### src/design/tild_pkg.sv
// tild_pkg: item layouts, codes and character constants of the tty input line discipline
// no dependencies; imported by the interface users, controller and datapath
package tild_pkg;

    // input item
    typedef struct packed {
        logic [1:0]  func;
        logic [7:0]  key_code;
        logic        is_extended;
        logic [1:0]  ext_kind;
        logic [15:0] request_count;
    } req_item_t;

    // result item
    typedef struct packed {
        logic [1:0]  kind;
        logic [7:0]  data_byte;
        logic [15:0] position;
        logic        last;
    } rsp_item_t;

    // controller to datapath
    typedef struct packed {
        logic load_item;
        logic arm;
        logic key_exec;
        logic drain_read;
        logic drain_exec;
        logic push_step;
        logic finish_step;
    } ctrl_cmd_t;

    // datapath to controller
    typedef struct packed {
        logic [1:0] func;
        logic       ring_empty;
        logic       list_empty;
        logic       held_valid;
        logic       out_free;
    } ctrl_stat_t;

    // function codes
    localparam logic [1:0] FUNC_KEY   = 2'd0;
    localparam logic [1:0] FUNC_READ  = 2'd1;
    localparam logic [1:0] FUNC_DRAIN = 2'd2;

    // extended key kinds
    localparam logic [1:0] EXT_OTHER = 2'd0;
    localparam logic [1:0] EXT_ENTER = 2'd1;
    localparam logic [1:0] EXT_BS    = 2'd2;
    localparam logic [1:0] EXT_TAB   = 2'd3;

    // result kinds
    localparam logic [1:0] KIND_ECHO    = 2'd0;
    localparam logic [1:0] KIND_DELIVER = 2'd1;
    localparam logic [1:0] KIND_RETRACT = 2'd2;
    localparam logic [1:0] KIND_DONE    = 2'd3;

    // configuration register indexes
    localparam logic [2:0] CFG_STRIP_HIGH_BIT    = 3'd0;
    localparam logic [2:0] CFG_EXTENSIONS_ENABLE = 3'd1;
    localparam logic [2:0] CFG_LITERAL_NEXT_CHAR = 3'd2;
    localparam logic [2:0] CFG_IGNORE_CR         = 3'd3;
    localparam logic [2:0] CFG_MAP_CR_TO_NL      = 3'd4;
    localparam logic [2:0] CFG_MAP_NL_TO_CR      = 3'd5;
    localparam logic [2:0] CFG_ECHO_ENABLE       = 3'd6;

    localparam logic [7:0] LITERAL_NEXT_RESET = 8'd22;

    // characters
    localparam logic [7:0] CH_BS     = 8'h08;
    localparam logic [7:0] CH_TAB    = 8'h09;
    localparam logic [7:0] CH_LF     = 8'h0A;
    localparam logic [7:0] CH_CR     = 8'h0D;
    localparam logic [7:0] CH_SPACE  = 8'h20;
    localparam logic [7:0] CH_V      = 8'h56;
    localparam logic [7:0] CH_CARET  = 8'h5E;
    localparam logic [7:0] CH_TILDE  = 8'h7E;
    localparam logic [7:0] LOW7_MASK = 8'h7F;

endpackage

### src/design/tild_stream_if.sv
// tild_stream_if: valid/ready channel carrying one item of a given payload type
// depends on nothing; payload types come from tild_pkg at the point of use
interface tild_stream_if #(
    parameter type payload_t = logic
) ();
    logic     valid;
    logic     ready;
    payload_t data;

    modport source (output valid, output data, input ready);
    modport sink   (input valid, input data, output ready);
endinterface

### src/design/tild_ctrl.sv
// tild_ctrl: sequencing state machine of the tty input line discipline
// depends on tild_pkg (command and status structs, function codes)
module tild_ctrl (
    input  logic                  clk,
    input  logic                  rst_n,
    input  logic                  req_valid,
    output logic                  req_ready,
    input  tild_pkg::ctrl_stat_t  stat,
    output tild_pkg::ctrl_cmd_t   cmd
);
    import tild_pkg::*;

    typedef enum logic [2:0] {
        ST_IDLE,
        ST_DISPATCH,
        ST_KEY_EXEC,
        ST_DRAIN_READ,
        ST_DRAIN_EXEC,
        ST_PUSH,
        ST_FINISH
    } state_t;

    state_t state_reg;
    logic   drain_reg;

    // commands decoded from state and status
    always_comb
    begin
        cmd             = '0;
        cmd.load_item   = (state_reg == ST_IDLE) && req_valid;
        cmd.arm         = (state_reg == ST_DISPATCH) && (stat.func == FUNC_READ);
        cmd.key_exec    = (state_reg == ST_KEY_EXEC);
        cmd.drain_read  = (state_reg == ST_DRAIN_READ) && !stat.ring_empty;
        cmd.drain_exec  = (state_reg == ST_DRAIN_EXEC);
        cmd.push_step   = (state_reg == ST_PUSH) && !stat.list_empty
                          && (!stat.held_valid || stat.out_free);
        cmd.finish_step = (state_reg == ST_FINISH) && stat.held_valid && stat.out_free;
    end

    assign req_ready = (state_reg == ST_IDLE);

    // state register
    always_ff @(posedge clk or negedge rst_n)
    begin
        if (!rst_n)
        begin
            state_reg <= ST_IDLE;
            drain_reg <= 1'b0;
        end
        else
        begin
            unique case (state_reg)
                ST_IDLE:
                begin
                    if (req_valid)
                        state_reg <= ST_DISPATCH;
                end
                ST_DISPATCH:
                begin
                    drain_reg <= (stat.func == FUNC_DRAIN);
                    unique case (stat.func)
                        FUNC_KEY:   state_reg <= ST_KEY_EXEC;
                        FUNC_DRAIN: state_reg <= ST_DRAIN_READ;
                        default:    state_reg <= ST_IDLE;
                    endcase
                end
                ST_KEY_EXEC:
                    state_reg <= ST_PUSH;
                ST_DRAIN_READ:
                begin
                    if (stat.ring_empty)
                        state_reg <= ST_FINISH;
                    else
                        state_reg <= ST_DRAIN_EXEC;
                end
                ST_DRAIN_EXEC:
                    state_reg <= ST_PUSH;
                ST_PUSH:
                begin
                    if (stat.list_empty)
                        state_reg <= drain_reg ? ST_DRAIN_READ : ST_FINISH;
                end
                ST_FINISH:
                begin
                    if (!stat.held_valid || stat.out_free)
                        state_reg <= ST_IDLE;
                end
                default:
                    state_reg <= ST_IDLE;
            endcase
        end
    end

endmodule

### src/design/tild_datapath.sv
// tild_datapath: configuration, key conditioning, key ring, read counters and result staging
// depends on tild_pkg; driven by tild_ctrl through command and status structs
module tild_datapath #(
    parameter int RING_DEPTH = 32
) (
    input  logic                  clk,
    input  logic                  rst_n,
    input  logic                  cfg_we,
    input  logic [2:0]            cfg_index,
    input  logic [7:0]            cfg_data,
    input  tild_pkg::req_item_t   req_data,
    input  tild_pkg::ctrl_cmd_t   cmd,
    output tild_pkg::ctrl_stat_t  stat,
    input  logic                  rsp_ready,
    output logic                  rsp_valid,
    output tild_pkg::rsp_item_t   rsp_data
);
    import tild_pkg::*;

    localparam int PTR_W = $clog2(RING_DEPTH);
    localparam int CNT_W = $clog2(RING_DEPTH + 1);

    // configuration registers
    logic       strip_high_bit_reg;
    logic       extensions_enable_reg;
    logic [7:0] literal_next_char_reg;
    logic       ignore_cr_reg;
    logic       map_cr_to_nl_reg;
    logic       map_nl_to_cr_reg;
    logic       echo_enable_reg;

    // item and ring state
    req_item_t        item_reg;
    logic [7:0]       ring_mem [RING_DEPTH];
    logic [7:0]       ring_rdata_reg;
    logic [PTR_W-1:0] head_reg;
    logic [PTR_W-1:0] tail_reg;
    logic [CNT_W-1:0] count_reg;
    logic             escape_reg;
    logic [15:0]      remaining_reg;
    logic [15:0]      delivered_reg;

    // result staging: up to two fresh results, one held result, output register
    rsp_item_t  slot0_reg;
    rsp_item_t  slot1_reg;
    logic [1:0] list_cnt_reg;
    rsp_item_t  held_reg;
    logic       held_valid_reg;
    rsp_item_t  out_reg;
    logic       out_valid_reg;

    logic ring_full;
    logic out_free;
    assign ring_full = (count_reg == CNT_W'(RING_DEPTH));
    assign out_free  = !out_valid_reg || rsp_ready;

    // key conditioning
    logic [7:0] key8;
    logic       key_ext;
    logic       key_push;
    logic [7:0] push_byte;
    logic       escape_next;
    logic [1:0] echo_cnt;
    logic [7:0] echo0;
    logic [7:0] echo1;

    always_comb
    begin
        key8        = strip_high_bit_reg ? (item_reg.key_code & LOW7_MASK) : item_reg.key_code;
        key_ext     = strip_high_bit_reg ? 1'b0 : item_reg.is_extended;
        key_push    = 1'b0;
        push_byte   = key8;
        escape_next = escape_reg;
        echo_cnt    = 2'd0;
        echo0       = key8;
        echo1       = CH_V;
        priority if (extensions_enable_reg && escape_reg)
        begin
            escape_next = 1'b0;
            key_push    = 1'b1;
            echo_cnt    = 2'd1;
        end
        else if (extensions_enable_reg && !key_ext && key8 == literal_next_char_reg)
        begin
            escape_next = 1'b1;
            echo0       = CH_CARET;
            echo_cnt    = 2'd2;
        end
        else if (!key_ext)
        begin
            if (key8 == CH_CR)
            begin
                if (!ignore_cr_reg)
                begin
                    push_byte = map_cr_to_nl_reg ? CH_LF : CH_CR;
                    key_push  = 1'b1;
                    echo_cnt  = 2'd1;
                end
            end
            else
            begin
                if (key8 == CH_LF && map_nl_to_cr_reg)
                    push_byte = CH_CR;
                key_push = 1'b1;
                echo_cnt = 2'd1;
            end
            echo0 = push_byte;
        end
        else
        begin
            unique case (item_reg.ext_kind)
                EXT_ENTER:
                begin
                    push_byte = CH_LF;
                    key_push  = 1'b1;
                    echo_cnt  = 2'd1;
                end
                EXT_BS:
                begin
                    push_byte = CH_BS;
                    key_push  = 1'b1;
                    echo_cnt  = (delivered_reg != 16'd0) ? 2'd1 : 2'd0;
                end
                EXT_TAB:
                begin
                    push_byte = CH_TAB;
                    key_push  = 1'b1;
                    echo_cnt  = 2'd1;
                end
                default:
                begin
                    key_push = 1'b0;
                end
            endcase
            echo0 = push_byte;
        end
        if (!echo_enable_reg)
            echo_cnt = 2'd0;
    end

    // echo result items
    rsp_item_t echo_r0;
    rsp_item_t echo_r1;

    always_comb
    begin
        echo_r0           = '0;
        echo_r0.kind      = KIND_ECHO;
        echo_r0.data_byte = echo0;
        echo_r1           = '0;
        echo_r1.kind      = KIND_ECHO;
        echo_r1.data_byte = echo1;
    end

    // drain step on the byte read from the ring
    logic [15:0] remaining_next;
    logic [15:0] delivered_next;
    rsp_item_t   drain_r0;
    rsp_item_t   drain_r1;
    logic [1:0]  drain_cnt;
    rsp_item_t   done_item;

    always_comb
    begin
        remaining_next = remaining_reg;
        delivered_next = delivered_reg;
        drain_r0       = '0;
        drain_r1       = '0;
        drain_cnt      = 2'd0;
        done_item      = '0;
        if (remaining_reg != 16'd0)
        begin
            if (ring_rdata_reg >= CH_SPACE && ring_rdata_reg <= CH_TILDE)
            begin
                drain_r0.kind      = KIND_DELIVER;
                drain_r0.data_byte = ring_rdata_reg;
                drain_r0.position  = delivered_reg;
                delivered_next     = delivered_reg + 16'd1;
                remaining_next     = remaining_reg - 16'd1;
                drain_cnt          = 2'd1;
            end
            else if (ring_rdata_reg == CH_BS && delivered_reg != 16'd0)
            begin
                delivered_next     = delivered_reg - 16'd1;
                remaining_next     = remaining_reg + 16'd1;
                drain_r0.kind      = KIND_RETRACT;
                drain_r0.data_byte = CH_BS;
                drain_r0.position  = delivered_next;
                drain_cnt          = 2'd1;
            end
            if (ring_rdata_reg == CH_LF || remaining_next == 16'd0)
            begin
                done_item.kind     = KIND_DONE;
                done_item.position = delivered_next;
                remaining_next     = 16'd0;
                if (drain_cnt == 2'd0)
                    drain_r0 = done_item;
                else
                    drain_r1 = done_item;
                drain_cnt = drain_cnt + 2'd1;
            end
        end
    end

    // configuration writes
    always_ff @(posedge clk or negedge rst_n)
    begin
        if (!rst_n)
        begin
            strip_high_bit_reg    <= 1'b0;
            extensions_enable_reg <= 1'b1;
            literal_next_char_reg <= LITERAL_NEXT_RESET;
            ignore_cr_reg         <= 1'b0;
            map_cr_to_nl_reg      <= 1'b1;
            map_nl_to_cr_reg      <= 1'b0;
            echo_enable_reg       <= 1'b1;
        end
        else if (cfg_we)
        begin
            unique case (cfg_index)
                CFG_STRIP_HIGH_BIT:    strip_high_bit_reg    <= cfg_data[0];
                CFG_EXTENSIONS_ENABLE: extensions_enable_reg <= cfg_data[0];
                CFG_LITERAL_NEXT_CHAR: literal_next_char_reg <= cfg_data;
                CFG_IGNORE_CR:         ignore_cr_reg         <= cfg_data[0];
                CFG_MAP_CR_TO_NL:      map_cr_to_nl_reg      <= cfg_data[0];
                CFG_MAP_NL_TO_CR:      map_nl_to_cr_reg      <= cfg_data[0];
                CFG_ECHO_ENABLE:       echo_enable_reg       <= cfg_data[0];
                default:               ;
            endcase
        end
    end

    // ring memory, registered read
    always_ff @(posedge clk)
    begin
        if (cmd.key_exec && key_push && !ring_full)
            ring_mem[head_reg] <= push_byte;
        if (cmd.drain_read)
            ring_rdata_reg <= ring_mem[tail_reg];
    end

    // ring pointers, escape and read counters
    always_ff @(posedge clk or negedge rst_n)
    begin
        if (!rst_n)
        begin
            head_reg      <= '0;
            tail_reg      <= '0;
            count_reg     <= '0;
            escape_reg    <= 1'b0;
            remaining_reg <= '0;
            delivered_reg <= '0;
        end
        else
        begin
            if (cmd.key_exec)
            begin
                escape_reg <= escape_next;
                if (key_push && !ring_full)
                begin
                    head_reg  <= (head_reg == PTR_W'(RING_DEPTH - 1)) ? '0 : head_reg + 1'b1;
                    count_reg <= count_reg + 1'b1;
                end
            end
            if (cmd.drain_read)
            begin
                tail_reg  <= (tail_reg == PTR_W'(RING_DEPTH - 1)) ? '0 : tail_reg + 1'b1;
                count_reg <= count_reg - 1'b1;
            end
            if (cmd.arm)
            begin
                remaining_reg <= item_reg.request_count;
                delivered_reg <= '0;
            end
            if (cmd.drain_exec)
            begin
                remaining_reg <= remaining_next;
                delivered_reg <= delivered_next;
            end
        end
    end

    // staging payloads
    rsp_item_t out_next;
    always_comb
    begin
        out_next      = held_reg;
        out_next.last = cmd.finish_step;
    end

    always_ff @(posedge clk)
    begin
        if (cmd.load_item)
            item_reg <= req_data;
        if (cmd.key_exec)
        begin
            slot0_reg <= echo_r0;
            slot1_reg <= echo_r1;
        end
        else if (cmd.drain_exec)
        begin
            slot0_reg <= drain_r0;
            slot1_reg <= drain_r1;
        end
        else if (cmd.push_step)
            slot0_reg <= slot1_reg;
        if (cmd.push_step)
            held_reg <= slot0_reg;
        if ((cmd.push_step && held_valid_reg) || cmd.finish_step)
            out_reg <= out_next;
    end

    // staging control
    always_ff @(posedge clk or negedge rst_n)
    begin
        if (!rst_n)
        begin
            list_cnt_reg   <= '0;
            held_valid_reg <= 1'b0;
            out_valid_reg  <= 1'b0;
        end
        else
        begin
            if (cmd.key_exec)
                list_cnt_reg <= echo_cnt;
            else if (cmd.drain_exec)
                list_cnt_reg <= drain_cnt;
            else if (cmd.push_step)
                list_cnt_reg <= list_cnt_reg - 2'd1;

            if (cmd.push_step)
                held_valid_reg <= 1'b1;
            else if (cmd.finish_step)
                held_valid_reg <= 1'b0;

            if ((cmd.push_step && held_valid_reg) || cmd.finish_step)
                out_valid_reg <= 1'b1;
            else if (rsp_ready)
                out_valid_reg <= 1'b0;
        end
    end

    // status and output
    assign stat.func       = item_reg.func;
    assign stat.ring_empty = (count_reg == '0);
    assign stat.list_empty = (list_cnt_reg == 2'd0);
    assign stat.held_valid = held_valid_reg;
    assign stat.out_free   = out_free;

    assign rsp_valid = out_valid_reg;
    assign rsp_data  = out_reg;

endmodule

### src/design/tty_input_line_discipline_top.sv
// tty_input_line_discipline_top: top level joining controller and datapath
// depends on tild_pkg, tild_stream_if, tild_ctrl and tild_datapath
//
// Terminal input line discipline. One item is worked on at a time. A key item
// (func 0) runs dispatch, key execution, a push per echo result and finish, with
// any wait on the output; a read request (func 1) arms the read counters; a drain
// item (func 2) reads, executes and pushes each ring entry in turn, then finishes,
// paced by the registered read port of the key ring and the single output register.
// Each result waits for the next one or the finish step, so the final result of
// an item is known and marked last. The ring needs no clearing after reset; a key
// that arrives with the ring full is dropped but echoed. The user must write the
// configuration through cfg_we/cfg_index/cfg_data while idle; it is not enforced.
module tty_input_line_discipline_top #(
    parameter int RING_DEPTH = 32
) (
    input  logic                 clk,
    input  logic                 rst_n,
    input  logic                 cfg_we,
    input  logic [2:0]           cfg_index,
    input  logic [7:0]           cfg_data,
    tild_stream_if.sink          req,
    tild_stream_if.source        rsp
);
    import tild_pkg::*;

    ctrl_cmd_t  cmd;
    ctrl_stat_t stat;

    // sequencing
    tild_ctrl u_ctrl (
        .clk       (clk),
        .rst_n     (rst_n),
        .req_valid (req.valid),
        .req_ready (req.ready),
        .stat      (stat),
        .cmd       (cmd)
    );

    // state and result staging
    tild_datapath #(
        .RING_DEPTH (RING_DEPTH)
    ) u_datapath (
        .clk       (clk),
        .rst_n     (rst_n),
        .cfg_we    (cfg_we),
        .cfg_index (cfg_index),
        .cfg_data  (cfg_data),
        .req_data  (req.data),
        .cmd       (cmd),
        .stat      (stat),
        .rsp_ready (rsp.ready),
        .rsp_valid (rsp.valid),
        .rsp_data  (rsp.data)
    );

endmodule

### src/flat_wrapper.sv
// flat-port wrapper written by rule: the top's interface ports become plain ports
module tty_input_line_discipline_top_flat import tild_pkg::*;
#(
    parameter int RING_DEPTH = 32
)
  (clk, rst_n, cfg_we, cfg_index, cfg_data, req_valid, req_data, req_ready, rsp_valid, rsp_data, rsp_ready);
  tild_stream_if #(.payload_t(req_item_t)) req_i ();
  tild_stream_if #(.payload_t(rsp_item_t)) rsp_i ();
  input  logic clk;
  input  logic rst_n;
  input  logic cfg_we;
  input  logic [2:0] cfg_index;
  input  logic [7:0] cfg_data;
  input wire logic [$bits(req_i.valid)-1:0] req_valid;
  input wire logic [$bits(req_i.data)-1:0] req_data;
  output wire logic [$bits(req_i.ready)-1:0] req_ready;
  output wire logic [$bits(rsp_i.valid)-1:0] rsp_valid;
  output wire logic [$bits(rsp_i.data)-1:0] rsp_data;
  input wire logic [$bits(rsp_i.ready)-1:0] rsp_ready;
  assign req_i.valid = req_valid;
  assign req_i.data = req_data;
  assign req_ready = req_i.ready;
  assign rsp_valid = rsp_i.valid;
  assign rsp_data = rsp_i.data;
  assign rsp_i.ready = rsp_ready;
  tty_input_line_discipline_top #(.RING_DEPTH(RING_DEPTH)) u_core (.clk(clk), .rst_n(rst_n), .cfg_we(cfg_we), .cfg_index(cfg_index), .cfg_data(cfg_data), .req(req_i), .rsp(rsp_i));
endmodule
### config.mk
export PLATFORM = sky130hd
export DESIGN_NAME = tty_input_line_discipline_top_flat
export DESIGN_NICKNAME = d
export VERILOG_FILES = /design/src/design/tild_pkg.sv /design/src/design/tild_stream_if.sv /design/src/design/tild_ctrl.sv /design/src/design/tild_datapath.sv /design/src/design/tty_input_line_discipline_top.sv /design/src/flat_wrapper.sv
export SDC_FILE = /design/constraint.sdc
export NUM_CORES = 1
export LEC_CHECK = 0
export BUFFER_PORTS_ARGS = -buffer_cell sky130_fd_sc_hd__buf_2
export CORE_MARGIN = 2
export CORE_UTILIZATION = 62
export CTS_BUF_LIST = sky130_fd_sc_hd__clkbuf_16
export CTS_CLUSTER_SIZE = 40
export DETAILED_ROUTE_END_ITERATION = 8
export PLACE_DENSITY_LB_ADDON = 0.1
export SETUP_SLACK_MARGIN = 0.15
export SYNTH_ARGS = -nofsm -noshare
export SYNTH_HDL_FRONTEND = slang
export SYNTH_SLANG_ARGS = --single-unit
### constraint.sdc
create_clock -name clk -period 4.24 [get_ports clk]
set_clock_uncertainty 0.15 [all_clocks]
set_input_delay 0.424 -clock clk [delete_from_list [all_inputs] [get_ports clk]]
set_output_delay 0.424 -clock clk [all_outputs]
set_load 0.005 [all_outputs]
==> run summary <==
The worst pin sits at a relative slew slack of 22.5%. The ratio of cells with drive above 1 in the final layout is 22.1%, and the number of enable flip-flop cells after synthesis is 354. At the worst endpoint, the required time is 4.59 ns.

The die is 184 um tall. The transition time of the tightest slew-check pin was 1.16 ns; the worst-skew pair later-pin latency was 0.57 ns. Met3 track utilization from global routing: 3.89%. The net count of the finished layout is 1,651. In this run the power density over the cells is 623 mW/mm2. Classification of the worst-slack hold path: input port to register. The number of different library cells in the post-synthesis netlist was 75; the count of pins on the block boundary was 74. For the H-tree level count, the log shows 2.

Overall power consumption after layout is estimated at 14.5 mW. Of all nets on the critical path, the largest fanout is 11. After synthesis, the mean cell area works out to 14.1 um2.

In this run the most used layer during global routing was met2. The library cell used most frequently in the layout, excluding fill and tap cells, is sky130_fd_sc_hd__edfxtp_1. Static leakage: 8.25 nW. Yosys printed 0 warnings.

The tools report the buffer cell driving the clock tree root as sky130_fd_sc_hd__clkbuf_16. Register clock-pin slew on the reported worst setup and hold paths: 0.06 ns. Relative to the synthesized area, the layout overhead comes to 15.2%. The top cell types in the final layout, fill and taps aside, are sky130_fd_sc_hd__edfxtp_1 (354), sky130_fd_sc_hd__nor2_1 (97), sky130_fd_sc_hd__nand2_1 (93), sky130_fd_sc_hd__a21oi_1 (87), sky130_fd_sc_hd__buf_4 (86).

In this run, placement finished with an instance count of 1,933. Number of port buffers: 73. Clock tree synthesis found a total of 461 sinks. The net count after synthesis is 1,490. With fillers left out, the area of the finished cells amounts to 0.0232 mm2. The run gives 3 as the maximum clock path buffer count.

The first-pass GRT wire length came out at 75,200 um. TritonCTS built the clock tree. In the global route stage, overall resource usage came out at 29.6%. For this run the aggregate overflow at the end of global routing stands at 0. Final non-filler cell total: 2,057. The run finished with clean final reports. For the finished layout, the period the worst path requires is 3.86 ns. The met1 usage in global routing was 39.7%; the count of antenna-violating nets left after detailed routing was 0. The initialized floorplan defines 65 standard-cell rows.

The kind of cell with the highest combined delay along the critical path is compound AO/OA/AOI/OAI gates. Setup repair after global routing left no endpoint under its margin. The number of violations reported at the end of detailed-routing iteration 0 came out at 1,312. Prevailing post-synth register cell: sky130_fd_sc_hd__edfxtp_1.

The count of final hold-check violations was 0. Together, buffers and inverters on the worst path number 2. The met2 track demand over resource in global routing came out at 49.7%. The worst setup path is launched from a register. The via count of the first global-routing pass is 12,900, and the largest stage delay on the critical path is 0.53 ns.

The combined area of all synthesized cells came out at 0.0201 mm2. Capturing element type of the critical path: a register. On the final layout, the worst hold slack is 0.0547 ns. After detailed placement, the total cell area comes to 0.0214 mm2. The register with the most flip-flops in the layout has 256 of them. Before CTS, the worst setup slack after placement is 0.107 ns.

The first detailed-routing pass took 7 iterations. VDD sags by at most 420 uV. Dividing the final minimum period by the clock period gives 91.1%. The floorplan step set the die width to 184 um. The cell count after synthesis came out at 1,426. The reported max-cap violation count is 0. Derived from the worst setup path, the maximum achievable clock frequency is 259 MHz. Setup slack closes at 0.375 ns. The logs give 51 for the maximum number of pins on one net before global-route repair and 0 for the number of remaining DRC errors.

Number of vias per cell: 6.36. The final core utilization was 72.9%. The final layout contains routed wiring with a total length of 48,500 um. For the number of antenna violations at the first check in global routing, the log shows 1. The share of async-settable or async-resettable flops after synthesis was 15.4%; the sequential fraction of the synthesis area was 65.2%. The post-detailed-placement half-perimeter wirelength came out at 31,100 um. The standard cell with the maximum stage delay on the critical path is sky130_fd_sc_hd__or4_1. The number of buffers inserted during clock tree synthesis came out at 45. The tools report the count of final max-slew check failures as 0. The worst setup path is of the register to register kind. Setup violations remaining at the end of the flow were counted as 0. Average wire per cell in the routed design: 23.6 um. After synthesis the netlist holds a flip-flop and latch count of 461. The run gives 4.21 ns as the critical path data arrival time.

Walking the worst path, the cells encountered are or3_1 > o211a_1 > buf_4 > a32oi_1 > xnor2_1 > o21ai_0 > or4_1 > o21a_1 > inv_4 > ha_1 > a21oi_1 > o21ai_0 > o21a_1. The run gives 63.3% as the starting density of the core. Routability-driven placement finished with a final weighted congestion of 0.931. Adding up every negative setup slack in the final design gives 0 ns.

The die covers 0.0339 mm2. The standard cell core area came out at 0.0318 mm2. Summing over every cut layer, the via total after detailed routing is 13,100.
==> layout make-up <==
| cell class | instances | area, um2 |
|---|---|---|
| Multi-Input combinational cell | 845 | 6560 |
| Timing Repair Buffer | 199 | 1440 |
| Antenna cell | 1 | 2.50 |
| Tap cell | 435 | 544 |
| Clock buffer | 46 | 1150 |
| Inverter | 35 | 134 |
| Sequential cell | 461 | 13100 |
| Clock inverter | 35 | 228 |
| Fill cell | 2034 | 8600 |
==> Yosys cell counts (15+ instances only) <==
library cell / count / area (um2)
sky130_fd_sc_hd__nand4_1: 25 / 156
sky130_fd_sc_hd__a21oi_1: 90 / 450
sky130_fd_sc_hd__xnor2_1: 21 / 184
sky130_fd_sc_hd__nand3_1: 45 / 225
sky130_fd_sc_hd__or3_1: 15 / 93.8
sky130_fd_sc_hd__mux4_2: 80 / 1800
sky130_fd_sc_hd__clkbuf_1: 62 / 233
sky130_fd_sc_hd__nor2_1: 97 / 364
sky130_fd_sc_hd__nand2_1: 93 / 349
sky130_fd_sc_hd__o21ai_0: 72 / 360
sky130_fd_sc_hd__dfxtp_1: 36 / 721
sky130_fd_sc_hd__dfrtp_1: 65 / 1630
sky130_fd_sc_hd__edfxtp_1: 354 / 10600
sky130_fd_sc_hd__ha_1: 18 / 225
sky130_fd_sc_hd__inv_1: 32 / 120
sky130_fd_sc_hd__nor3_1: 36 / 180
sky130_fd_sc_hd__buf_1: 15 / 56.3
sky130_fd_sc_hd__mux2_2: 28 / 315
==> report_power, final <==
part | internal, mW | total (mW) | switching (mW)
logic | 1.85 | 4.34 | 2.49
registers | 5.75 | 6.36 | 0.610
clock network | 2.09 | 3.75 | 1.66
==> per-layer routing <==
layer,wire length (um),part of all wire [%]
met4,2000,4.1
met1,19600,40
met3,2760,5.7
met5,0,0
met2,24200,50
==> repair_timing <==
| item | in CTS | in global routing |
|---|---|---|
| hold buffers | 38 | 0 |
| buffers inserted | 0 | 4 |
| setup endpoints to repair | 7 | 18 |
| hold endpoints to repair | 86 | 0 |
| pin swaps | 0 | 0 |
| gates resized for setup | 1 | 4 |
==> final timing paths <==
kind                                                                    start                                        endpoint  slack [ns]  cells past startpoint
worst max-delay path            u_core.u_datapath.ring_rdata_reg[7]$_DFFE_PP_   u_core.u_datapath.list_cnt_reg[1]$_DFFE_PN0P_        0.38                     13
worst min-delay path                                                rsp_ready         u_core.u_datapath.rsp_valid$_DFFE_PN0P_        0.05                      3
worst max register to register  u_core.u_datapath.ring_rdata_reg[7]$_DFFE_PP_   u_core.u_datapath.list_cnt_reg[1]$_DFFE_PN0P_        0.38                     13
worst min register to register        u_core.u_datapath.held_reg[2]$_DFFE_PP_         u_core.u_datapath.rsp_data[2]$_DFFE_PP_        0.26                      0
max in group asynchronous                                               rst_n   u_core.u_datapath.echo_enable_reg$_DFFE_PN1P_        2.77                      3
min in group asynchronous                                               rst_n  u_core.u_datapath.remaining_reg[3]$_DFFE_PN0P_        0.27                      2
==> worst reg2reg max path, stage by stage, from the launching register on <==
cell	delay [ns]
sky130_fd_sc_hd__edfxtp_1	0.45
sky130_fd_sc_hd__or3_1	0.45
sky130_fd_sc_hd__o211a_1	0.36
sky130_fd_sc_hd__buf_4	0.27
sky130_fd_sc_hd__a32oi_1	0.19
sky130_fd_sc_hd__xnor2_1	0.21
sky130_fd_sc_hd__o21ai_0	0.20
sky130_fd_sc_hd__or4_1	0.53
sky130_fd_sc_hd__o21a_1	0.22
sky130_fd_sc_hd__inv_4	0.16
sky130_fd_sc_hd__ha_1	0.21
sky130_fd_sc_hd__a21oi_1	0.07
sky130_fd_sc_hd__o21ai_0	0.18
sky130_fd_sc_hd__o21a_1	0.15
==> kinds of logic (layout without fill, tap and decap cells) <==
kind of cell    count (synthesis)  count (layout)  share of synthesized area, %
compound gates                270             270                          8.23
xor+xnor                       33              33                          1.44
fa+ha+maj                      19              19                          1.22
buf+inv                       120             315                          2.44
flops                         461             461                          65.2
mux                           116             116                          10.9
other cells                     0               1                             0
simple gates                  407             407                          10.5
No activity file was read; power rests on OpenSTA's default activity.
